`src/rtl/stok_pkg.sv`:
```
`timescale 1ns / 1ps

package stok_pkg;

	// Field widths of the text and token words.
	localparam int BYTE_W = 8;
	localparam int KIND_W = 6;
	localparam int FIELD_W = 16;
	localparam int ERR_W = 3;

	// Token kinds.
	localparam logic [KIND_W-1:0] KIND_IDENT      = 6'd5;
	localparam logic [KIND_W-1:0] KIND_INT        = 6'd6;
	localparam logic [KIND_W-1:0] KIND_STR        = 6'd7;
	localparam logic [KIND_W-1:0] KIND_ERR        = 6'd4;
	localparam logic [KIND_W-1:0] KIND_COLON2     = 6'd8;
	localparam logic [KIND_W-1:0] KIND_ASSIGN     = 6'd9;
	localparam logic [KIND_W-1:0] KIND_EQ         = 6'd10;
	localparam logic [KIND_W-1:0] KIND_SEMI       = 6'd11;
	localparam logic [KIND_W-1:0] KIND_COMMA      = 6'd12;
	localparam logic [KIND_W-1:0] KIND_LPAREN     = 6'd13;
	localparam logic [KIND_W-1:0] KIND_RPAREN     = 6'd14;
	localparam logic [KIND_W-1:0] KIND_LBRACE     = 6'd15;
	localparam logic [KIND_W-1:0] KIND_RBRACE     = 6'd16;
	localparam logic [KIND_W-1:0] KIND_EQEQ       = 6'd17;
	localparam logic [KIND_W-1:0] KIND_NE         = 6'd18;
	localparam logic [KIND_W-1:0] KIND_GT         = 6'd19;
	localparam logic [KIND_W-1:0] KIND_LT         = 6'd20;
	localparam logic [KIND_W-1:0] KIND_GE         = 6'd21;
	localparam logic [KIND_W-1:0] KIND_LE         = 6'd22;
	localparam logic [KIND_W-1:0] KIND_PLUS       = 6'd28;
	localparam logic [KIND_W-1:0] KIND_MINUS      = 6'd29;
	localparam logic [KIND_W-1:0] KIND_STAR       = 6'd30;
	localparam logic [KIND_W-1:0] KIND_END        = 6'd33;

	// Error codes.
	localparam logic [ERR_W-1:0] ERR_NONE    = 3'd0;
	localparam logic [ERR_W-1:0] ERR_DIGITID = 3'd1;
	localparam logic [ERR_W-1:0] ERR_COLON   = 3'd2;
	localparam logic [ERR_W-1:0] ERR_BANG    = 3'd3;
	localparam logic [ERR_W-1:0] ERR_INVALID = 3'd4;

	// Characters with a meaning of their own.
	localparam logic [BYTE_W-1:0] CH_NUL        = 8'h00;
	localparam logic [BYTE_W-1:0] CH_UNDERSCORE = 8'h5F;
	localparam logic [BYTE_W-1:0] CH_QUOTE      = 8'h22;
	localparam logic [BYTE_W-1:0] CH_BACKSLASH  = 8'h5C;
	localparam logic [BYTE_W-1:0] CH_COLON      = 8'h3A;
	localparam logic [BYTE_W-1:0] CH_EQUAL      = 8'h3D;
	localparam logic [BYTE_W-1:0] CH_BANG       = 8'h21;
	localparam logic [BYTE_W-1:0] CH_LESS       = 8'h3C;
	localparam logic [BYTE_W-1:0] CH_GREATER    = 8'h3E;
	localparam logic [BYTE_W-1:0] CH_SEMI       = 8'h3B;
	localparam logic [BYTE_W-1:0] CH_COMMA      = 8'h2C;
	localparam logic [BYTE_W-1:0] CH_LPAREN     = 8'h28;
	localparam logic [BYTE_W-1:0] CH_RPAREN     = 8'h29;
	localparam logic [BYTE_W-1:0] CH_LBRACE     = 8'h7B;
	localparam logic [BYTE_W-1:0] CH_RBRACE     = 8'h7D;
	localparam logic [BYTE_W-1:0] CH_PLUS       = 8'h2B;
	localparam logic [BYTE_W-1:0] CH_MINUS      = 8'h2D;
	localparam logic [BYTE_W-1:0] CH_STAR       = 8'h2A;

	// Keyword spelling (proc, return, if, else), padded with zeros.
	localparam int KW_MAX = 4;
	localparam logic [BYTE_W-1:0] KW_TEXT [KW_MAX][8] = '{
		'{8'h70, 8'h72, 8'h6F, 8'h63, 8'h00, 8'h00, 8'h00, 8'h00},
		'{8'h72, 8'h65, 8'h74, 8'h75, 8'h72, 8'h6E, 8'h00, 8'h00},
		'{8'h69, 8'h66, 8'h00, 8'h00, 8'h00, 8'h00, 8'h00, 8'h00},
		'{8'h65, 8'h6C, 8'h73, 8'h65, 8'h00, 8'h00, 8'h00, 8'h00}
	};
	localparam logic [2:0] KW_LEN [KW_MAX] = '{3'd4, 3'd6, 3'd2, 3'd4};

	// One token word as it is queued for output.
	typedef struct packed {
		logic [KIND_W-1:0]  kind;
		logic [FIELD_W-1:0] start;
		logic [FIELD_W-1:0] length;
		logic [ERR_W-1:0]   err;
		logic               last;
	} result_t;

	function automatic result_t mk_res(logic [KIND_W-1:0] kind, logic [FIELD_W-1:0] start,
			logic [FIELD_W-1:0] length, logic [ERR_W-1:0] err);
		result_t r;
		r.kind = kind;
		r.start = start;
		r.length = length;
		r.err = err;
		r.last = 1'b0;
		return r;
	endfunction

	// Character classes.
	function automatic logic is_space(logic [BYTE_W-1:0] b);
		return b inside {[8'd9:8'd13], 8'd32};
	endfunction

	function automatic logic is_alpha(logic [BYTE_W-1:0] b);
		return b inside {[8'h61:8'h7A], [8'h41:8'h5A]};
	endfunction

	function automatic logic is_digit(logic [BYTE_W-1:0] b);
		return b inside {[8'h30:8'h39]};
	endfunction

	function automatic logic is_word(logic [BYTE_W-1:0] b);
		return is_alpha(b) || is_digit(b) || (b == CH_UNDERSCORE);
	endfunction

endpackage

```
`src/rtl/stok_byte_if.sv`:
```
`timescale 1ns / 1ps

// Text channel: one source byte per word.
interface stok_byte_if;
	logic                          valid;
	logic                          ready;
	logic [stok_pkg::BYTE_W-1:0]   text_byte;

	modport source(output valid, output text_byte, input ready);
	modport sink(input valid, input text_byte, output ready);
endinterface

```
`src/rtl/stok_token_if.sv`:
```
`timescale 1ns / 1ps

// Token channel: one token or error per word.
interface stok_token_if;
	logic                          valid;
	logic                          ready;
	logic [stok_pkg::KIND_W-1:0]   token_kind;
	logic [stok_pkg::FIELD_W-1:0]  token_start;
	logic [stok_pkg::FIELD_W-1:0]  token_length;
	logic [stok_pkg::ERR_W-1:0]    error_code;
	logic                          last_in_run;

	modport source(output valid, output token_kind, output token_start, output token_length,
		output error_code, output last_in_run, input ready);
	modport sink(input valid, input token_kind, input token_start, input token_length,
		input error_code, input last_in_run, output ready);
endinterface

```
`src/rtl/source_tokenizer_core.sv`:
```
`timescale 1ns / 1ps

// Streaming maximal-munch tokenizer. Source text arrives one byte per word on the text
// channel, with byte 0 ending a text; tokens (keywords, identifiers, integers, strings,
// one- and two-character operators, errors and the end token) leave on the tokens channel
// with kind, start position, length and error code. A byte is scanned in the cycle it is
// accepted and its zero, one or two tokens go into a four-word output queue, so the block
// takes one byte per cycle as long as the queue has two free words. The queue drains one
// token per cycle while the receiver is ready, which sets the sustained rate: a byte that
// closes one token and opens another (for example "a;") queues two tokens. A byte's tokens
// are registered in the queue before output. After an error, bytes are dropped up to the
// next byte 0, which always yields the end token and restarts the position at zero.
module source_tokenizer_core #(
	parameter int POSITION_BITS = 16,
	parameter int KEYWORD_COUNT = 4
) (
	input  logic         clk,
	input  logic         arst_n,
	stok_byte_if.sink    text,
	stok_token_if.source tokens
);

	// Scan modes.
	typedef enum logic [11:0] {
		M_IDLE  = 12'b0000_0000_0001,
		M_IDENT = 12'b0000_0000_0010,
		M_NUM   = 12'b0000_0000_0100,
		M_BADID = 12'b0000_0000_1000,
		M_STR   = 12'b0000_0001_0000,
		M_ESC   = 12'b0000_0010_0000,
		M_COLON = 12'b0000_0100_0000,
		M_EQ    = 12'b0000_1000_0000,
		M_BANG  = 12'b0001_0000_0000,
		M_LT    = 12'b0010_0000_0000,
		M_GT    = 12'b0100_0000_0000,
		M_ERROR = 12'b1000_0000_0000
	} mode_t;

	localparam logic [KEYWORD_COUNT-1:0] CAND_ALL = '1;
	localparam int QDEPTH = 4;

	// Scanner state.
	mode_t                          mode_q, mode_d;
	logic [POSITION_BITS-1:0]       pos_q, pos_d;
	logic [POSITION_BITS-1:0]       begin_q, begin_d;
	logic [KEYWORD_COUNT-1:0]       cand_q, cand_d;
	logic [stok_pkg::FIELD_W-1:0]   len_q, len_d;

	// Output queue.
	stok_pkg::result_t              queue_q [QDEPTH];
	logic [1:0]                     head_q, tail_q;
	logic [2:0]                     count_q;

	logic [stok_pkg::BYTE_W-1:0]    b;
	logic                           in_fire, out_fire;
	logic [stok_pkg::FIELD_W-1:0]   pos16, begin16, len_inc;
	logic [KEYWORD_COUNT-1:0]       cand_word, cand_first;
	logic [stok_pkg::KIND_W-1:0]    word_kind;

	// Results of scanning the byte as the first byte of a new token.
	mode_t                          i_mode;
	logic                           i_emit;
	stok_pkg::result_t              i_res;
	logic [KEYWORD_COUNT-1:0]       i_cand;

	stok_pkg::result_t              r0, r1;
	logic [1:0]                     n_res, push_n;

	assign b = text.text_byte;
	assign in_fire = text.valid && text.ready;
	assign out_fire = tokens.valid && tokens.ready;
	assign pos16 = stok_pkg::FIELD_W'(pos_q);
	assign begin16 = stok_pkg::FIELD_W'(begin_q);
	assign len_inc = (len_q == '1) ? len_q : len_q + 16'd1;

	// Keyword candidate narrowing and word classification.
	always_comb begin
		cand_word = cand_q;
		cand_first = CAND_ALL;
		word_kind = stok_pkg::KIND_IDENT;
		for (int i = 0; i < KEYWORD_COUNT; i++) begin
			if (len_q >= stok_pkg::FIELD_W'(stok_pkg::KW_LEN[i]) ||
					stok_pkg::KW_TEXT[i][len_q[2:0]] != b) begin
				cand_word[i] = 1'b0;
			end
			if (stok_pkg::KW_TEXT[i][0] != b) begin
				cand_first[i] = 1'b0;
			end
		end
		// The lowest matching keyword wins, so scan from the top down.
		for (int i = KEYWORD_COUNT - 1; i >= 0; i--) begin
			if (cand_q[i] && len_q == stok_pkg::FIELD_W'(stok_pkg::KW_LEN[i])) begin
				word_kind = stok_pkg::KIND_W'(i);
			end
		end
	end

	// Scan the byte as the start of a new token.
	always_comb begin
		i_mode = M_IDLE;
		i_emit = 1'b0;
		i_res = stok_pkg::mk_res(stok_pkg::KIND_END, pos16, '0, stok_pkg::ERR_NONE);
		i_cand = cand_q;
		if (b == stok_pkg::CH_NUL) begin
			i_emit = 1'b1;
		end else if (stok_pkg::is_space(b)) begin
			i_mode = M_IDLE;
		end else if (stok_pkg::is_alpha(b) || b == stok_pkg::CH_UNDERSCORE) begin
			i_mode = M_IDENT;
			i_cand = cand_first;
		end else if (stok_pkg::is_digit(b)) begin
			i_mode = M_NUM;
		end else begin
			case (b)
				stok_pkg::CH_QUOTE:   i_mode = M_STR;
				stok_pkg::CH_COLON:   i_mode = M_COLON;
				stok_pkg::CH_EQUAL:   i_mode = M_EQ;
				stok_pkg::CH_BANG:    i_mode = M_BANG;
				stok_pkg::CH_LESS:    i_mode = M_LT;
				stok_pkg::CH_GREATER: i_mode = M_GT;
				stok_pkg::CH_SEMI: begin
					i_emit = 1'b1;
					i_res = stok_pkg::mk_res(stok_pkg::KIND_SEMI, pos16, 16'd1, stok_pkg::ERR_NONE);
				end
				stok_pkg::CH_COMMA: begin
					i_emit = 1'b1;
					i_res = stok_pkg::mk_res(stok_pkg::KIND_COMMA, pos16, 16'd1, stok_pkg::ERR_NONE);
				end
				stok_pkg::CH_LPAREN: begin
					i_emit = 1'b1;
					i_res = stok_pkg::mk_res(stok_pkg::KIND_LPAREN, pos16, 16'd1, stok_pkg::ERR_NONE);
				end
				stok_pkg::CH_RPAREN: begin
					i_emit = 1'b1;
					i_res = stok_pkg::mk_res(stok_pkg::KIND_RPAREN, pos16, 16'd1, stok_pkg::ERR_NONE);
				end
				stok_pkg::CH_LBRACE: begin
					i_emit = 1'b1;
					i_res = stok_pkg::mk_res(stok_pkg::KIND_LBRACE, pos16, 16'd1, stok_pkg::ERR_NONE);
				end
				stok_pkg::CH_RBRACE: begin
					i_emit = 1'b1;
					i_res = stok_pkg::mk_res(stok_pkg::KIND_RBRACE, pos16, 16'd1, stok_pkg::ERR_NONE);
				end
				stok_pkg::CH_PLUS: begin
					i_emit = 1'b1;
					i_res = stok_pkg::mk_res(stok_pkg::KIND_PLUS, pos16, 16'd1, stok_pkg::ERR_NONE);
				end
				stok_pkg::CH_MINUS: begin
					i_emit = 1'b1;
					i_res = stok_pkg::mk_res(stok_pkg::KIND_MINUS, pos16, 16'd1, stok_pkg::ERR_NONE);
				end
				stok_pkg::CH_STAR: begin
					i_emit = 1'b1;
					i_res = stok_pkg::mk_res(stok_pkg::KIND_STAR, pos16, 16'd1, stok_pkg::ERR_NONE);
				end
				default: begin
					i_mode = M_ERROR;
					i_emit = 1'b1;
					i_res = stok_pkg::mk_res(stok_pkg::KIND_ERR, pos16, 16'd1,
						stok_pkg::ERR_INVALID);
				end
			endcase
		end
	end

	// Main scanner: next state and up to two tokens for the byte.
	always_comb begin
		mode_d = mode_q;
		begin_d = begin_q;
		len_d = len_q;
		cand_d = cand_q;
		r0 = stok_pkg::mk_res(stok_pkg::KIND_END, pos16, '0, stok_pkg::ERR_NONE);
		r1 = r0;
		n_res = 2'd0;

		case (mode_q)
			M_IDENT: begin
				if (stok_pkg::is_word(b)) begin
					cand_d = cand_word;
					len_d = len_inc;
				end else begin
					r0 = stok_pkg::mk_res(word_kind, begin16, len_q, stok_pkg::ERR_NONE);
					n_res = 2'd1;
				end
			end
			M_NUM: begin
				if (stok_pkg::is_digit(b)) begin
					len_d = len_inc;
				end else if (stok_pkg::is_alpha(b) || b == stok_pkg::CH_UNDERSCORE) begin
					len_d = len_inc;
					mode_d = M_BADID;
				end else begin
					r0 = stok_pkg::mk_res(stok_pkg::KIND_INT, begin16, len_q, stok_pkg::ERR_NONE);
					n_res = 2'd1;
				end
			end
			M_BADID: begin
				if (stok_pkg::is_word(b)) begin
					len_d = len_inc;
				end else begin
					r0 = stok_pkg::mk_res(stok_pkg::KIND_ERR, begin16, len_q,
						stok_pkg::ERR_DIGITID);
					n_res = 2'd1;
					mode_d = M_ERROR;
				end
			end
			M_STR, M_ESC: begin
				if (b == stok_pkg::CH_NUL) begin
					r0 = stok_pkg::mk_res(stok_pkg::KIND_ERR, begin16, len_q,
						stok_pkg::ERR_INVALID);
					n_res = 2'd1;
					mode_d = M_ERROR;
				end else begin
					len_d = len_inc;
					if (mode_q == M_ESC) begin
						mode_d = M_STR;
					end else if (b == stok_pkg::CH_BACKSLASH) begin
						mode_d = M_ESC;
					end else if (b == stok_pkg::CH_QUOTE) begin
						r0 = stok_pkg::mk_res(stok_pkg::KIND_STR, begin16, len_inc,
							stok_pkg::ERR_NONE);
						n_res = 2'd1;
						mode_d = M_IDLE;
					end
				end
			end
			M_COLON: begin
				n_res = 2'd1;
				mode_d = M_IDLE;
				if (b == stok_pkg::CH_COLON) begin
					r0 = stok_pkg::mk_res(stok_pkg::KIND_COLON2, begin16, 16'd2,
						stok_pkg::ERR_NONE);
				end else if (b == stok_pkg::CH_EQUAL) begin
					r0 = stok_pkg::mk_res(stok_pkg::KIND_ASSIGN, begin16, 16'd2,
						stok_pkg::ERR_NONE);
				end else begin
					r0 = stok_pkg::mk_res(stok_pkg::KIND_ERR, begin16, len_q,
						stok_pkg::ERR_COLON);
					mode_d = M_ERROR;
				end
			end
			M_BANG: begin
				n_res = 2'd1;
				if (b == stok_pkg::CH_EQUAL) begin
					r0 = stok_pkg::mk_res(stok_pkg::KIND_NE, begin16, 16'd2, stok_pkg::ERR_NONE);
					mode_d = M_IDLE;
				end else begin
					r0 = stok_pkg::mk_res(stok_pkg::KIND_ERR, begin16, len_q,
						stok_pkg::ERR_BANG);
					mode_d = M_ERROR;
				end
			end
			M_EQ, M_LT, M_GT: begin
				n_res = 2'd1;
				if (b == stok_pkg::CH_EQUAL) begin
					mode_d = M_IDLE;
					if (mode_q == M_EQ) begin
						r0 = stok_pkg::mk_res(stok_pkg::KIND_EQEQ, begin16, 16'd2,
							stok_pkg::ERR_NONE);
					end else if (mode_q == M_LT) begin
						r0 = stok_pkg::mk_res(stok_pkg::KIND_LE, begin16, 16'd2,
							stok_pkg::ERR_NONE);
					end else begin
						r0 = stok_pkg::mk_res(stok_pkg::KIND_GE, begin16, 16'd2,
							stok_pkg::ERR_NONE);
					end
				end else if (mode_q == M_EQ) begin
					r0 = stok_pkg::mk_res(stok_pkg::KIND_EQ, begin16, 16'd1, stok_pkg::ERR_NONE);
				end else if (mode_q == M_LT) begin
					r0 = stok_pkg::mk_res(stok_pkg::KIND_LT, begin16, 16'd1, stok_pkg::ERR_NONE);
				end else begin
					r0 = stok_pkg::mk_res(stok_pkg::KIND_GT, begin16, 16'd1, stok_pkg::ERR_NONE);
				end
			end
			M_ERROR: begin
				if (b == stok_pkg::CH_NUL) begin
					n_res = 2'd1;
				end
			end
			default: begin
				// Idle: the byte is scanned as the start of a new token.
				mode_d = i_mode;
				begin_d = pos_q;
				len_d = 16'd1;
				cand_d = i_cand;
				if (i_emit) begin
					r0 = i_res;
					n_res = 2'd1;
				end
			end
		endcase

		// A byte that ended the current token without belonging to it starts the next one.
		if (n_res == 2'd1 && mode_d == mode_q && mode_q != M_ERROR && mode_q != M_IDLE) begin
			mode_d = i_mode;
			begin_d = pos_q;
			len_d = 16'd1;
			cand_d = i_cand;
			if (i_emit) begin
				r1 = i_res;
				n_res = 2'd2;
			end
		end else if (n_res == 2'd1 && mode_d == M_ERROR && mode_q != M_ERROR &&
				mode_q != M_IDLE && b == stok_pkg::CH_NUL) begin
			// An error closed by byte 0 is followed by the end token.
			n_res = 2'd2;
		end

		// Byte 0 returns the scanner to the start of a fresh text.
		if (b == stok_pkg::CH_NUL) begin
			mode_d = M_IDLE;
			pos_d = '0;
			cand_d = CAND_ALL;
			len_d = '0;
		end else begin
			pos_d = pos_q + 1'b1;
		end

		if (n_res == 2'd1) begin
			r0.last = 1'b1;
		end
		if (n_res == 2'd2) begin
			r1.last = 1'b1;
		end
	end

	// Scanner state registers.
	always_ff @(posedge clk or negedge arst_n) begin
		if (!arst_n) begin
			mode_q <= M_IDLE;
			pos_q <= '0;
			begin_q <= '0;
			cand_q <= CAND_ALL;
			len_q <= '0;
		end else if (in_fire) begin
			mode_q <= mode_d;
			pos_q <= pos_d;
			begin_q <= begin_d;
			cand_q <= cand_d;
			len_q <= len_d;
		end
	end

	// Output queue control: a byte is taken only while at least two words are free.
	assign push_n = in_fire ? n_res : 2'd0;
	assign text.ready = (count_q <= 3'd2);

	always_ff @(posedge clk or negedge arst_n) begin
		if (!arst_n) begin
			head_q <= '0;
			tail_q <= '0;
			count_q <= '0;
		end else begin
			tail_q <= tail_q + push_n;
			head_q <= head_q + 2'(out_fire);
			count_q <= count_q + 3'(push_n) - 3'(out_fire);
		end
	end

	// Output queue storage.
	always_ff @(posedge clk) begin
		if (push_n != 2'd0) begin
			queue_q[tail_q] <= r0;
		end
		if (push_n == 2'd2) begin
			queue_q[tail_q + 2'd1] <= r1;
		end
	end

	assign tokens.valid = (count_q != 3'd0);
	assign tokens.token_kind = queue_q[head_q].kind;
	assign tokens.token_start = queue_q[head_q].start;
	assign tokens.token_length = queue_q[head_q].length;
	assign tokens.error_code = queue_q[head_q].err;
	assign tokens.last_in_run = queue_q[head_q].last;

`ifndef SYNTH
	// The queue never holds more than its depth.
	a_queue_bound: assert property (@(posedge clk) disable iff (!arst_n)
		count_q <= 3'(QDEPTH))
		else $error("token queue overflow");

	// Byte 0 always closes its run with the end token.
	a_end_token: assert property (@(posedge clk) disable iff (!arst_n)
		(in_fire && b == stok_pkg::CH_NUL) |->
			((push_n == 2'd1 && r0.kind == stok_pkg::KIND_END) ||
			 (push_n == 2'd2 && r1.kind == stok_pkg::KIND_END)))
		else $error("byte 0 did not yield the end token");

	// After byte 0 the scanner restarts at position zero in idle mode.
	a_restart: assert property (@(posedge clk) disable iff (!arst_n)
		(in_fire && b == stok_pkg::CH_NUL) |=> (pos_q == '0 && mode_q == M_IDLE))
		else $error("scanner did not restart after end of text");

	// After an error, bytes other than 0 give no token.
	a_error_quiet: assert property (@(posedge clk) disable iff (!arst_n)
		(in_fire && mode_q == M_ERROR && b != stok_pkg::CH_NUL) |-> (push_n == 2'd0))
		else $error("token emitted while skipping after an error");
`endif

endmodule
```
`src/flat_wrapper.sv`:
```
// flat-port wrapper written by rule: the top's interface ports become plain ports
module source_tokenizer_core_flat 
#(
	parameter int POSITION_BITS = 16,
	parameter int KEYWORD_COUNT = 4
)
  (clk, arst_n, text_valid, text_text_byte, text_ready, tokens_valid, tokens_token_kind, tokens_token_start, tokens_token_length, tokens_error_code, tokens_last_in_run, tokens_ready);
  stok_byte_if text_i ();
  stok_token_if tokens_i ();
  input  logic clk;
  input  logic arst_n;
  input wire logic [$bits(text_i.valid)-1:0] text_valid;
  input wire logic [$bits(text_i.text_byte)-1:0] text_text_byte;
  output wire logic [$bits(text_i.ready)-1:0] text_ready;
  output wire logic [$bits(tokens_i.valid)-1:0] tokens_valid;
  output wire logic [$bits(tokens_i.token_kind)-1:0] tokens_token_kind;
  output wire logic [$bits(tokens_i.token_start)-1:0] tokens_token_start;
  output wire logic [$bits(tokens_i.token_length)-1:0] tokens_token_length;
  output wire logic [$bits(tokens_i.error_code)-1:0] tokens_error_code;
  output wire logic [$bits(tokens_i.last_in_run)-1:0] tokens_last_in_run;
  input wire logic [$bits(tokens_i.ready)-1:0] tokens_ready;
  assign text_i.valid = text_valid;
  assign text_i.text_byte = text_text_byte;
  assign text_ready = text_i.ready;
  assign tokens_valid = tokens_i.valid;
  assign tokens_token_kind = tokens_i.token_kind;
  assign tokens_token_start = tokens_i.token_start;
  assign tokens_token_length = tokens_i.token_length;
  assign tokens_error_code = tokens_i.error_code;
  assign tokens_last_in_run = tokens_i.last_in_run;
  assign tokens_i.ready = tokens_ready;
  source_tokenizer_core #(.POSITION_BITS(POSITION_BITS), .KEYWORD_COUNT(KEYWORD_COUNT)) u_core (.clk(clk), .arst_n(arst_n), .text(text_i), .tokens(tokens_i));
endmodule
```
`config.mk`:
```
export PLATFORM = sky130hd
export DESIGN_NAME = source_tokenizer_core_flat
export DESIGN_NICKNAME = d
export VERILOG_FILES = /design/src/rtl/stok_pkg.sv /design/src/rtl/stok_byte_if.sv /design/src/rtl/stok_token_if.sv /design/src/rtl/source_tokenizer_core.sv /design/src/flat_wrapper.sv
export SDC_FILE = /design/constraint.sdc
export NUM_CORES = 1
export LEC_CHECK = 0
export ABC_CLOCK_PERIOD_IN_PS = 10800
export BUFFER_PORTS_ARGS = -buffer_cell sky130_fd_sc_hd__buf_2
export CAP_MARGIN = 10
export CORE_ASPECT_RATIO = 1.5
export CORE_MARGIN = 10
export CORE_UTILIZATION = 45
export CTS_BUF_LIST = sky130_fd_sc_hd__clkbuf_4 sky130_fd_sc_hd__clkbuf_8
export DETAILED_ROUTE_END_ITERATION = 10
export GPL_TIMING_DRIVEN = 0
export MAX_ROUTING_LAYER = met4
export PLACE_DENSITY_LB_ADDON = 0.08
export RECOVER_POWER = 50
export SLEW_MARGIN = 20
export SYNTH_ARGS = -nofsm -noshare
export SYNTH_HDL_FRONTEND = slang
export SYNTH_SLANG_ARGS = --single-unit
```
`constraint.sdc`:
```
create_clock -name clk -period 10.8 [get_ports clk]
set_input_delay 2.16 -clock clk [delete_from_list [all_inputs] [get_ports clk]]
set_output_delay 2.16 -clock clk [all_outputs]
set_load 0.02 [all_outputs]
```
== Word-level counts from Yosys, hierarchy flattened ==
Memory sizes are Yosys's and may differ from the RTL's.
Index checks and enable logic that the tools add are counted.
W data, S select, Z words.
Storage, ports and cells
  memories kept: 5
  bits in registers: 71
  output and inout bits: 44
  RAM bits: 168
  input port bits: 12
  bits in read-only memories: 256
Cells by class
  equality and inequality tests: 59
  add/subtract/negate cells: 7
  order comparisons: 13
  bitwise gates (word level): 1
  muxes and demuxes: 103
  reduce and logical (&&, ||, !) cells: 45
Memories
  u_core.queue_q: words 4, width 42, read ports 1, clocked after memory_dff 0, write ports 2, line source_tokenizer_core.sv:50  | stok_pkg::result_t queue_q [QDEPTH];
  (name not given): words 8, width 8, read ports 1, clocked after memory_dff 0, write ports 0, line source_tokenizer_core.sv:83  | stok_pkg::KW_TEXT[i][len_q[2:0]] != b) begin
  (name not given): words 8, width 8, read ports 1, clocked after memory_dff 0, write ports 0, line source_tokenizer_core.sv:83
  (name not given): words 8, width 8, read ports 1, clocked after memory_dff 0, write ports 0, line source_tokenizer_core.sv:83
  (name not given): words 8, width 8, read ports 1, clocked after memory_dff 0, write ports 0, line source_tokenizer_core.sv:83
Operators by type and width (number)
  $mux W42: 18
  $pmux W42 S10: 1
  $pmux W42 S8: 1
  $mux W12: 16
  $pmux W12 S7: 2
  $mux W16: 9
  $eq A8 B6 Y1 const B: 14
  $mux W8: 8
  $pmux W16 S4: 1
  $mux W41: 1
  $mux W40: 1
  $mux W39: 1
  $mux W38: 1
  $add A16 B1 Y16 const B: 2
  $eq A16 B3 Y1 const B: 2
  $eq A8 B7 Y1 const B: 4
  $ge A16 B3 Y1 const B: 2
  $ne A7 B8 Y1 const A: 4
  $ne A8 B8 Y1: 4
  $eq A12 B12 Y1 const B: 2
  $mux W1: 24
  $ne A4 B1 Y1 const B: 6
  $mux W4: 5
  $reduce_and A4 Y1: 5
  52 further kinds: 94

== Longest topological paths before layout ==
Gate-level depths: netlist of run 1.
  depth in word-level cells: 20
  mapped depth: 18
  mapped depth without buffers: 15

== Worst setup path before layout of run 1 ==
Ideal clock, no wire load.
  path kind: input -> register
  from: input port text_text_byte[6]
  to: memory u_core.queue_q[3][0] (netlist bit), enable pin
  arrival: 5.685 ns
  buffers on the path: 2
  required time: 10.418 ns
  stages on the path: 12
  path slack: 4.733 ns
  setup time: 0.382 ns
  cell sequence: clkbuf_1 nor4b_1 nand3_2 nor3_1 nor2_1 nand4_1 nand3_1 nor3_2 a21oi_4 or3_1 clkbuf_1 nand2_1
RTL lines
  start: declaration: line flat_wrapper.sv:13  | input wire logic [$bits(text_i.text_byte)-1:0] text_text_byte;
  end: declaration: line source_tokenizer_core.sv:50

== Worst setup path after layout of run 1 ==
  from: input port text_text_byte[6]
  to: register u_core.count_q[2]
Between the ends
  word-level cells in the longest chain between the ends: 19
Ends and longest elaborated chain
  parallel branches: the longest is 15 deep, another holds $pmux W12 S7
  $mux W2 *: line source_tokenizer_core.sv:295  | if (n_res == 2'd1 && mode_d == mode_q && mode_q != M_ERROR && mode_q != M_IDLE) begin
  $mux W2 *: line source_tokenizer_core.sv:346  | assign push_n = in_fire ? n_res : 2'd0;
  $add A3 B2 Y3 *: line source_tokenizer_core.sv:357  | count_q <= count_q + 3'(push_n) - 3'(out_fire);
  $sub A3 B1 Y3 *: line source_tokenizer_core.sv:357
  end signal: assignment: line source_tokenizer_core.sv:357
  end: declaration: line source_tokenizer_core.sv:52  | logic [2:0] count_q;
Every way passes the cells marked *.
A chain may end at the register's enable or synchronous reset.

==> impl_metrics.ini, run 1 <==
[timing]
drv_slew = 84
worst_pin_slew_ns = 2.72
layout_setup_ws_ns = 2.99
max_freq_ghz = 0.128
rsz0062_at_grt = false
skew_ns = 0.0230
relSlewSlack_pct = -81.3
tns_ns = 0
setup_viol = 0
final.period_utilization_pct = 72.4
holdWs_ns = 0.448
hold_viol = 0
min_period_ns = 7.81

[global_routing]
grt_pass1_vias = 11700
track_usage_pct = 24.5
grt_max_degree = 50
antenna_found_initial = 0
grt_pass1_wl_um = 69800
grt_overflow = 0

[floorplan]
die_h_um = 233
die_width_um = 162
ios = 56
dieArea_mm2 = 0.0378
coreArea_mm2 = 0.0301
initial_core_util_pct = 45.4
rows = 78

[logic_synthesis]
synth_area_leaders = edfxtp_1, dfrtp_1, dfxtp_1, mux4_2, nand2_1
synth_cells = 1426
ys_ff_latch = 239
postSynth.asyncResetShare_pct = 29.7
synth_top_area_cell = edfxtp_1
yosys_warnings = 0
synthFlopType = edfxtp_1
synth_edf_count = 100
yosysUniqueCellTypes = 82
syn-num-nets = 1451
synth-seq-area-share_pct = 45.1
netlist_area_mm2 = 0.0136
post-synth-top-area-fraction_pct = 22.0
avgSynthCellArea_um2 = 9.57

[clock_tree]
path_clk_slew_ns = 0.06
clockBufferDepth = 3
clkLatencyLatePin_ns = 0.56
cts.sinks = 239
ctsHoldBuffers = 0
h-tree-depth = 2
cts_resized = 0
cts_setup_buffers = 0
cts_buffers = 38
cts-root-buf = clkbuf_8
cts_tree = done

[layout]
nNetsFinal = 1546
mostFrequentLayoutCell = nand2_1
multi_input_area_mm2 = 0.00684
n_antenna_cell = 0
layout-drive-gt1-share_pct = 11.1
final.fill_count = 2968
ff_latch_area_mm2 = 0.00615
final_cell_area_mm2 = 0.0150
final_cells = 1949
final_cell_mix = nand2_1, clkbuf_1, a21oi_1
postLayoutCoreUtil_pct = 50.0
area_growth_pct = 10.1

[routing]
ant_nets = 0
dr.pass1.iters = 5
dr_total_vias = 11900
drt_iter0_drc = 794
wl_per_cell_um = 23.5
drc = 0
viasPerCell = 6.10
drt_wl_total_um = 45800

[placed_design]
io_buffers = 54
placed_area_mm2 = 0.0145
dpl.cell_count = 1881
pre_cts_ws_ns = 3.12
dpl.hpwl_um = 34400
gp_congestion = 0.977

[worst_setup_path]
r2r_slack_ns = 4.49
r2r_end = u_core.count_q[2]
crit_path_max_fanout = 10
cp.required_ns = 11.23
arrival_ns = 8.25
cp-start-kind = input port
r2r_start = u_core.mode_q[2]
path_class = in2reg
rr_worst_depth = 15
end_kind = flop

[power]
powerDensity_mw_per_mm2 = 215
fin_total_pwr_mw = 3.23
peakVddDrop_mv = 0.0936
p_leak_nw = 5.37

[min_path]
hp-start = u_core.queue_q[3][18]
holdPathStages = 2
hold-path-endpoint = u_core.queue_q[3][18]
hold_path_class = reg2reg

[run]
cap_viol_max_count = 4

[run_status]
status = finished, violations left
failed_checks = max-capacitance violations, max-slew violations
[routing by layer]
| metal | vias to the layer above | GRT usage (%) | routed length, um |
|---|---|---|---|
| li1 | 5556 | - | - |
| met1 | 5826 | 25.5 | 17100 |
| met2 | 389 | 45.7 | 25000 |
| met3 | 122 | 2.59 | 1720 |
| met4 | 0 | 10.7 | 1950 |
| met5 | - | - | 0 |
[flip-flops by register name, indices dropped and copies added (netlist names)]
name	cells
u_core.tail_q	2
u_core.mode_q	12
u_core.count_q	3
u_core.begin16	16
u_core.head_q	2
u_core.queue_q	168
u_core.pos16	16
u_core.len_q	16
u_core.cand_q	4
[worst max-delay path by stage]
| stage | slack [ns] | end | startpoint |
|---|---|---|---|
| final | 2.99 | u_core.count_q[2] | text_text_byte[6] |
| after global routing | 2.72 | u_core.count_q[2] | text_text_byte[6] |
| after CTS | 3.67 | u_core.count_q[2] | text_text_byte[6] |
| after detailed placement | 3.12 | u_core.count_q[2] | text_text_byte[6] |
| after global placement | 2.74 | u_core.queue_q[1][20] | text_text_byte[6] |
| after floorplan | 4.73 | u_core.queue_q[3][0] | text_text_byte[6] |
[cell usage after synthesis (5+ instances only)]
master / n
and3_1: 22
and2_1: 13
o21ai_0: 98
xnor2_1: 7
a31oi_1: 15
ha_1: 12
or2_2: 5
o2111ai_1: 5
a211oi_1: 9
nor3_4: 5
buf_2: 10
o31ai_1: 12
a21oi_1: 109
dfstp_2: 5
o41ai_1: 5
edfxtp_1: 100
nor2b_1: 10
nor4b_1: 5
a21o_1: 7
nand3b_1: 5
nor3_1: 21
nand4_1: 32
buf_1: 11
or3_1: 26
buf_6: 5
a22o_1: 67
nor2_1: 82
nand3_1: 48
nor4_1: 17
o22ai_1: 18
nand2_1: 229
xor2_1: 11
mux2_2: 18
or4_1: 7
dfrtp_1: 66
nand2b_1: 9
dfxtp_1: 68
mux4_2: 42
inv_1: 22
clkbuf_1: 85
o2bb2ai_1: 5
[power by group]
| part | internal (mW) | switching [mW] |
|---|---|---|
| Clock | 0.419 | 0.356 |
| Combinational | 0.406 | 0.938 |
| Sequential | 1.05 | 0.0567 |
| Total | 1.88 | 1.35 |
[cell type report]
cell class                 count  area share, %
clock buffer                  58           4.73
multi-input combinational   1052           45.5
sequential                   239           40.9
clock inverter                10          0.292
inverter                      23          0.575
tap                          400           3.33
timing repair buffer          55           1.46
buffer                       112           3.15
[worst max-delay path, stage by stage]
cell	delay (ns)
clkbuf_1	0.12
clkbuf_1	0.25
nor4b_1	0.80
nand3_1	0.58
nor3_1	0.88
nor2_1	0.08
nand4_1	0.18
nand3_1	0.15
nor3_1	0.66
and2_0	0.46
clkbuf_1	0.48
o21ai_0	0.34
ha_1	0.40
fa_1	0.43
xor2_1	0.16
xnor2_1	0.12
[kinds of logic (layout without fill, tap and decap cells)]
| group | after synthesis | count (layout) | synth area share [%] |
|---|---|---|---|
| multiplexers | 64 | 64 | 8.71 |
| AO/OA/AOI/OAI | 396 | 396 | 19.2 |
| buffers and inverters | 135 | 258 | 4.11 |
| XOR/XNOR | 18 | 18 | 1.16 |
| adder cells (fa/ha/maj) | 13 | 13 | 1.25 |
| AND/OR/NAND/NOR | 561 | 561 | 20.5 |
| flip-flops | 239 | 239 | 45.1 |
Note: power is estimated with default switching activity, not from simulation.
==> inputs of run 2 (changes only) <==
--- a/config.mk
+++ b/config.mk
@@ -5,7 +5,8 @@
 export SDC_FILE = /design/constraint.sdc
 export NUM_CORES = 1
 export LEC_CHECK = 0
-export ABC_CLOCK_PERIOD_IN_PS = 10800
+export ABC_AREA = 1
+export ABC_CLOCK_PERIOD_IN_PS = 6990
 export BUFFER_PORTS_ARGS = -buffer_cell sky130_fd_sc_hd__buf_2
 export CAP_MARGIN = 10
 export CORE_ASPECT_RATIO = 1.5
==> constraint.sdc (replaced) <==
create_clock -name clk -period 6.99 [get_ports clk]
set_input_delay 1.398 -clock clk [delete_from_list [all_inputs] [get_ports clk]]
set_output_delay 1.398 -clock clk [all_outputs]
set_load 0.02 [all_outputs]
==> impl_metrics.ini, run 2 <==
[clock_tree]
cts_buffers = 41
cts-root-buf = clkbuf_8
ctsHoldBuffers = 0
cts_tree = done
h-tree-depth = 2
cts_resized = 0
clockBufferDepth = 3
cts_setup_buffers = 0
cts.sinks = 239
path_clk_slew_ns = 0.06
clkLatencyLatePin_ns = 0.59

[layout]
final_cell_mix = nand2_1, nor2_1, o21ai_0
nNetsFinal = 2162
area_growth_pct = 10.3
layout-drive-gt1-share_pct = 10.5
largest_register_ffs = 168
mostFrequentLayoutCell = nand2_1
regMostFlops = u_core.queue_q

[logic_synthesis]
postSynth.asyncResetShare_pct = 29.7
yosysUniqueCellTypes = 60
synth-seq-area-share_pct = 40.6
syn-num-nets = 2066
yosys_warnings = 0
synth_cells = 2041
synth.most_common_cell = nand2_1
synthFlopType = edfxtp_1
synth_area_leaders = edfxtp_1, dfrtp_1, nand2_1, dfxtp_1, nor2_1
ys_ff_latch = 239
synth_edf_count = 100
synth_common_cells = nand2_1, nor2_1, o21ai_0
avgSynthCellArea_um2 = 7.42
synth_top_area_cell = edfxtp_1
post-synth-top-area-fraction_pct = 19.8
netlist_area_mm2 = 0.0151

[worst_setup_path]
crit_path_max_fanout = 25
crit_chain = clkbuf_1, nor2_1, inv_1, nor2_1, nand3_1, clkbuf_1, o211ai_1, nor2_1, nand3_1, nand2_1, nand2_1, nand3_1, nor2_1, nand2_1, clkbuf_1, nand2_4, nand2_8, nand2_1, buf_8, nand2_1, buf_6, nand2_2
cp.required_ns = 7.14
cpMostUsedCell = nand2_1
cp-start-kind = input port
path_class = in2reg
crit_slowest_cell = clkbuf_1
max_stage_delay_ns = 0.56
arrival_ns = 6.06
end_kind = flop

[routing]
wl_per_cell_um = 23.0
dr_total_vias = 15300
drc = 1
viasPerCell = 5.91
drt_wl_total_um = 59700
ant_nets = 0
dr.pass1.iters = 9
drt_iter0_drc = 1266

[run_status]
status = finished, violations left
failed_checks = design-rule violations, max-capacitance violations, max-slew violations

[placed_design]
io_buffers = 52
gp_congestion = 0.997
dpl.hpwl_um = 44400

[timing]
rsz0062_at_grt = false
skew_ns = 0.0275
final.period_utilization_pct = 84.6
tns_ns = 0
holdWs_ns = 0.475
drv_slew = 48
min_period_ns = 5.91
worst_pin_slew_ns = 3.01
max_freq_ghz = 0.169
setup_viol = 0
relSlewSlack_pct = -101
hold_viol = 0

[power]
p_switching_mw = 4.02
p_leak_nw = 7.24
peakVddDrop_mv = 0.209
powerDensity_mw_per_mm2 = 469
p_sw_share_pct = 51.4
pwr-share-comb_pct = 54.4
internal-power_mw = 3.80
clock_power_share_pct = 17.7
pwr-share-seq_pct = 27.9

[floorplan]
coreArea_mm2 = 0.0333
rows = 82
die_h_um = 245
die_width_um = 170
initial_core_util_pct = 45.4
ios = 56
dieArea_mm2 = 0.0415

[global_routing]
track_usage_pct = 29.0
grt_pass1_wl_um = 90000
grt_overflow = 0
grt_pass1_vias = 15100
grt_max_degree = 48
antenna_found_initial = 1

[run]
cap_viol_max_count = 1

[min_path]
hold_path_class = reg2reg
[run 2: cell count changes after synthesis, moves of 19 or more]
cell	before	now
and3_1	22	1
a22oi_1	2	51
or3_1	26	0
o21ai_0	98	195
mux4_2	42	0
nand3_1	48	183
nand2_1	229	430
o22ai_1	18	53
inv_1	22	134
nor2_1	82	269
clkbuf_1	85	66
a22oi_2	0	29
a22o_1	67	1
[run 2: final cells by class]
class / instances / area [um2]
tap: 420 / 526
fill: 3406 / 16600
inverter: 144 / 542
clock buffer: 65 / 801
timing repair buffer: 53 / 208
sequential: 239 / 6150
antenna: 1 / 2.50
clock inverter: 10 / 87.6
multi-input combinational: 1532 / 7760
buffer: 126 / 631
[run 2: logic make-up after synthesis]
family                   count (synthesis)  share of synthesized area, %
AO/OA/AOI/OAI                          481                          19.2
XOR/XNOR                                22                          1.27
adder cells (fa/ha/maj)                 13                          1.12
buffers and inverters                  270                          8.05
flip-flops                             239                          40.6
multiplexers                             1                        0.0744
AND/OR/NAND/NOR                       1015                          29.6
[run 2: routing by layer]
metal  up-vias  track usage, %  share of wire [%]  routed length [um]
met2       656            50.4                 51               30200
met1      7304            30.9                 37               21800
met3       163            3.60                6.2                3720
met5         -               -                  0                   0
li1       7196               -                  -                   -
met4         0            17.6                6.5                3900
[run 2: final timing paths]
kind	from	end	slack [ns]	depth (start not counted)
min	u_core.queue_q[2][13]	u_core.queue_q[2][13]	0.47	2
min reg2reg	u_core.queue_q[2][13]	u_core.queue_q[2][13]	0.47	2
min in group asynchronous	arst_n	u_core.begin16[7]	1.10	1
max reg2reg	u_core.mode_q[11]	u_core.queue_q[1][21]	1.82	22
max	text_text_byte[5]	u_core.queue_q[1][21]	1.08	22
max in group asynchronous	arst_n	u_core.len_q[15]	2.40	2
[run 2: worst max-delay path: cells and delay by family]
family | cells | cell delay, ns
AO/OA/AOI/OAI | 1 | 0.26
AND/OR/NAND/NOR | 15 | 2.46
buffers and inverters | 6 | 1.92
[run 2: through the flow]
stage | utilization (%) | setup WS [ns] | area [um2] | power (mW) | instances
after floorplan | - | 2.37 | 15100 | 4.96 | 2041
after global placement | 47.8 | 0.809 | 15900 | 6.47 | 2513
after detailed placement | 47.9 | 1.19 | 16000 | 6.50 | 2514
after CTS | 50.5 | 1.80 | 16900 | 7.89 | 2589
after global routing | 50.1 | 0.795 | 16700 | 8.30 | 2590
final | 50.1 | 1.08 | 16700 | 7.83 | 2590
[run 2: power by group through the flow]
| stage | Clock, mW | Combinational [mW] | Sequential (mW) |
|---|---|---|---|
| finish | 1.39 | 4.26 | 2.18 |
| global route | 1.46 | 4.62 | 2.23 |
| CTS | 1.40 | 4.31 | 2.18 |
| detailed placement | 0 | 4.30 | 2.20 |
| global placement | 0 | 4.28 | 2.20 |
| floorplan | 0 | 2.85 | 2.11 |
==> inputs of run 3 (changes only) <==
--- a/config.mk
+++ b/config.mk
@@ -5,8 +5,8 @@
 export SDC_FILE = /design/constraint.sdc
 export NUM_CORES = 1
 export LEC_CHECK = 0
-export ABC_AREA = 1
-export ABC_CLOCK_PERIOD_IN_PS = 6990
+export ABC_AREA = 0
+export ABC_CLOCK_PERIOD_IN_PS = 4700
 export BUFFER_PORTS_ARGS = -buffer_cell sky130_fd_sc_hd__buf_2
 export CAP_MARGIN = 10
 export CORE_ASPECT_RATIO = 1.5
==> constraint.sdc (replaced) <==
create_clock -name clk -period 4.7 [get_ports clk]
set_input_delay 0.94 -clock clk [delete_from_list [all_inputs] [get_ports clk]]
set_output_delay 0.94 -clock clk [all_outputs]
set_load 0.02 [all_outputs]
==> impl_metrics.ini, run 3 (synthesis gave the netlist of run 1 again) <==
[routing]
viasPerCell = 6.16
ant_nets = 0
dr.pass1.iters = 5
wl_per_cell_um = 23.6
dr_total_vias = 12000
drc = 0
drt_iter0_drc = 836
drt_wl_total_um = 46000

[placed_design]
dpl.hpwl_um = 34400
gp_congestion = 0.931
io_buffers = 54
placed_area_mm2 = 0.0145

[worst_setup_path]
rr_worst_depth = 16
path_class = reg2reg
crit_slowest_cell = or4_4
cp.required_ns = 5.13
critical_path.top_delay_family = simple AND/OR/NAND/NOR gates
crit_buf_inv = 3
crit_path_max_fanout = 10
crit_chain = or4_1, buf_4, or4_4, o211ai_4, or2_1, buf_6, nor3_1, or4_4, nor3_4, and2_4, buf_6, o21ai_2, ha_1, fa_2, xor2_2, xnor2_1
end_kind = flop
cp_num_cells = 16
arrival_ns = 5.03
cp-start-kind = flop
max_stage_delay_ns = 0.57

[floorplan]
dieArea_mm2 = 0.0378
initial_core_util_pct = 45.4
coreArea_mm2 = 0.0301
ios = 56
rows = 78
die_width_um = 162
die_h_um = 233

[global_routing]
track_usage_pct = 24.6
antenna_found_initial = 0
grt_max_degree = 48
grt_overflow = 0
grt_pass1_wl_um = 70200
grt_pass1_vias = 12100

[layout]
postLayoutCoreUtil_pct = 51.4
mostFrequentLayoutCell = nand2_1
largest_register_ffs = 168
final_cell_area_mm2 = 0.0154
final_cell_mix = nand2_1, clkbuf_1, a21oi_1
nNetsFinal = 1551
final.fill_count = 2952
regMostFlops = u_core.queue_q
layout-drive-gt1-share_pct = 14.9
area_growth_pct = 13.2

[clock_tree]
h-tree-depth = 2
clkLatencyLatePin_ns = 0.57
ctsHoldBuffers = 0
cts_tree = done
path_clk_slew_ns = 0.06
cts-root-buf = clkbuf_8
cts_buffers = 37
cts.sinks = 239
clockBufferDepth = 3

[timing]
rsz0062_at_grt = false
max_freq_ghz = 0.217
min_period_ns = 4.60
relSlewSlack_pct = -68.7
skew_ns = 0.0350
setup_viol = 0
final.period_utilization_pct = 98.0
drv_slew = 74
holdWs_ns = 0.450
worst_pin_slew_ns = 2.53
hold_viol = 0

[run]
cap_viol_max_count = 2

[run_status]
status = finished, violations left
failed_checks = max-capacitance violations, max-slew violations

[min_path]
holdPathStages = 2
hold_path_class = reg2reg

[power]
p_leak_nw = 5.54
peakVddDrop_mv = 0.208
powerDensity_mw_per_mm2 = 496
[run 3: cell count changes in the layout (fill, tap and decap cells not counted), moves of 19 or more]
cell,delta
or3_1,+26
and3_1,+21
a22oi_1,-49
mux4_2,+42
nand2_2,-19
a22oi_2,-29
o21ai_0,-104
nand2_1,-205
inv_1,-112
o22ai_1,-35
nand3_1,-136
nor2_1,-188
a22o_1,+66
[run 3: worst reg2reg max path: cells and delay by family, from the launching register on]
kind / cells / cell delay (ns)
AO/OA/AOI/OAI: 2 / 0.27
buffers and inverters: 3 / 0.51
XOR/XNOR: 2 / 0.28
adder cells (fa/ha/maj): 2 / 0.74
AND/OR/NAND/NOR: 7 / 2.30
flip-flops: 1 / 0.38
[run 3: path summary, 6_finish.rpt]
kind	start	slack, ns	to
max in group asynchronous	arst_n	0.79	u_core.begin16[2]
setup reg to reg	u_core.mode_q[5]	0.1	u_core.count_q[2]
hold / removal	u_core.queue_q[3][9]	0.45	u_core.queue_q[3][9]
hold reg to reg	u_core.queue_q[3][9]	0.45	u_core.queue_q[3][9]
setup / recovery	u_core.mode_q[5]	0.1	u_core.count_q[2]
min in group asynchronous	arst_n	0.79	u_core.len_q[15]
[run 3: through the flow]
step / std cells / TNS, ns / worst slack (ns) / power [mW]
6_report: 1953 / 0 / 0.0963 / 7.67
3_3_place_gp: 1880 / -241.69 / -1.63 / 5.78
2_1_floorplan: 1426 / 0 / 0.0467 / 4.73
4_1_cts: 1952 / -0.0142 / -0.0142 / 7.68
5_1_grt: 1952 / 0 / 0.00271 / 8.05
3_5_place_dp: 1881 / -228.55 / -1.33 / 5.81
[run 3: where the power goes]
group	total [mW]	internal [mW]	switching, mW
logic	3.36	1.08	2.28
registers	2.57	2.42	0.150
clock network	1.74	0.907	0.830
[run 3: repair_timing]
item / in CTS / in global routing
hold endpoints to repair: 0 / 0
pin swaps: 5 / 7
setup endpoints to repair: 269 / 170
gates cloned: 0 / 0
gates resized for setup: 40 / 26
buffers inserted: 6 / 3
[run 3: final cells by class]
type | count | area, um2 | area share [%]
antenna | 1 | 2.50 | 0.0162
tap | 400 | 500 | 3.24
timing repair buffer | 64 | 287 | 1.85
multi-input combinational | 1052 | 7220 | 46.7
buffer | 109 | 485 | 3.14
clock inverter | 13 | 61.3 | 0.397
inverter | 23 | 86.3 | 0.559
clock buffer | 52 | 659 | 4.27
sequential | 239 | 6150 | 39.8
[run 3: per-layer routing]
| metal | vias up | wire, um | GRT usage (%) |
|---|---|---|---|
| li1 | 5578 | - | - |
| met1 | 5949 | 17000 | 25.5 |
| met2 | 376 | 24700 | 44.9 |
| met3 | 129 | 1970 | 2.64 |
| met4 | 0 | 2400 | 12.8 |
| met5 | - | 0 | - |
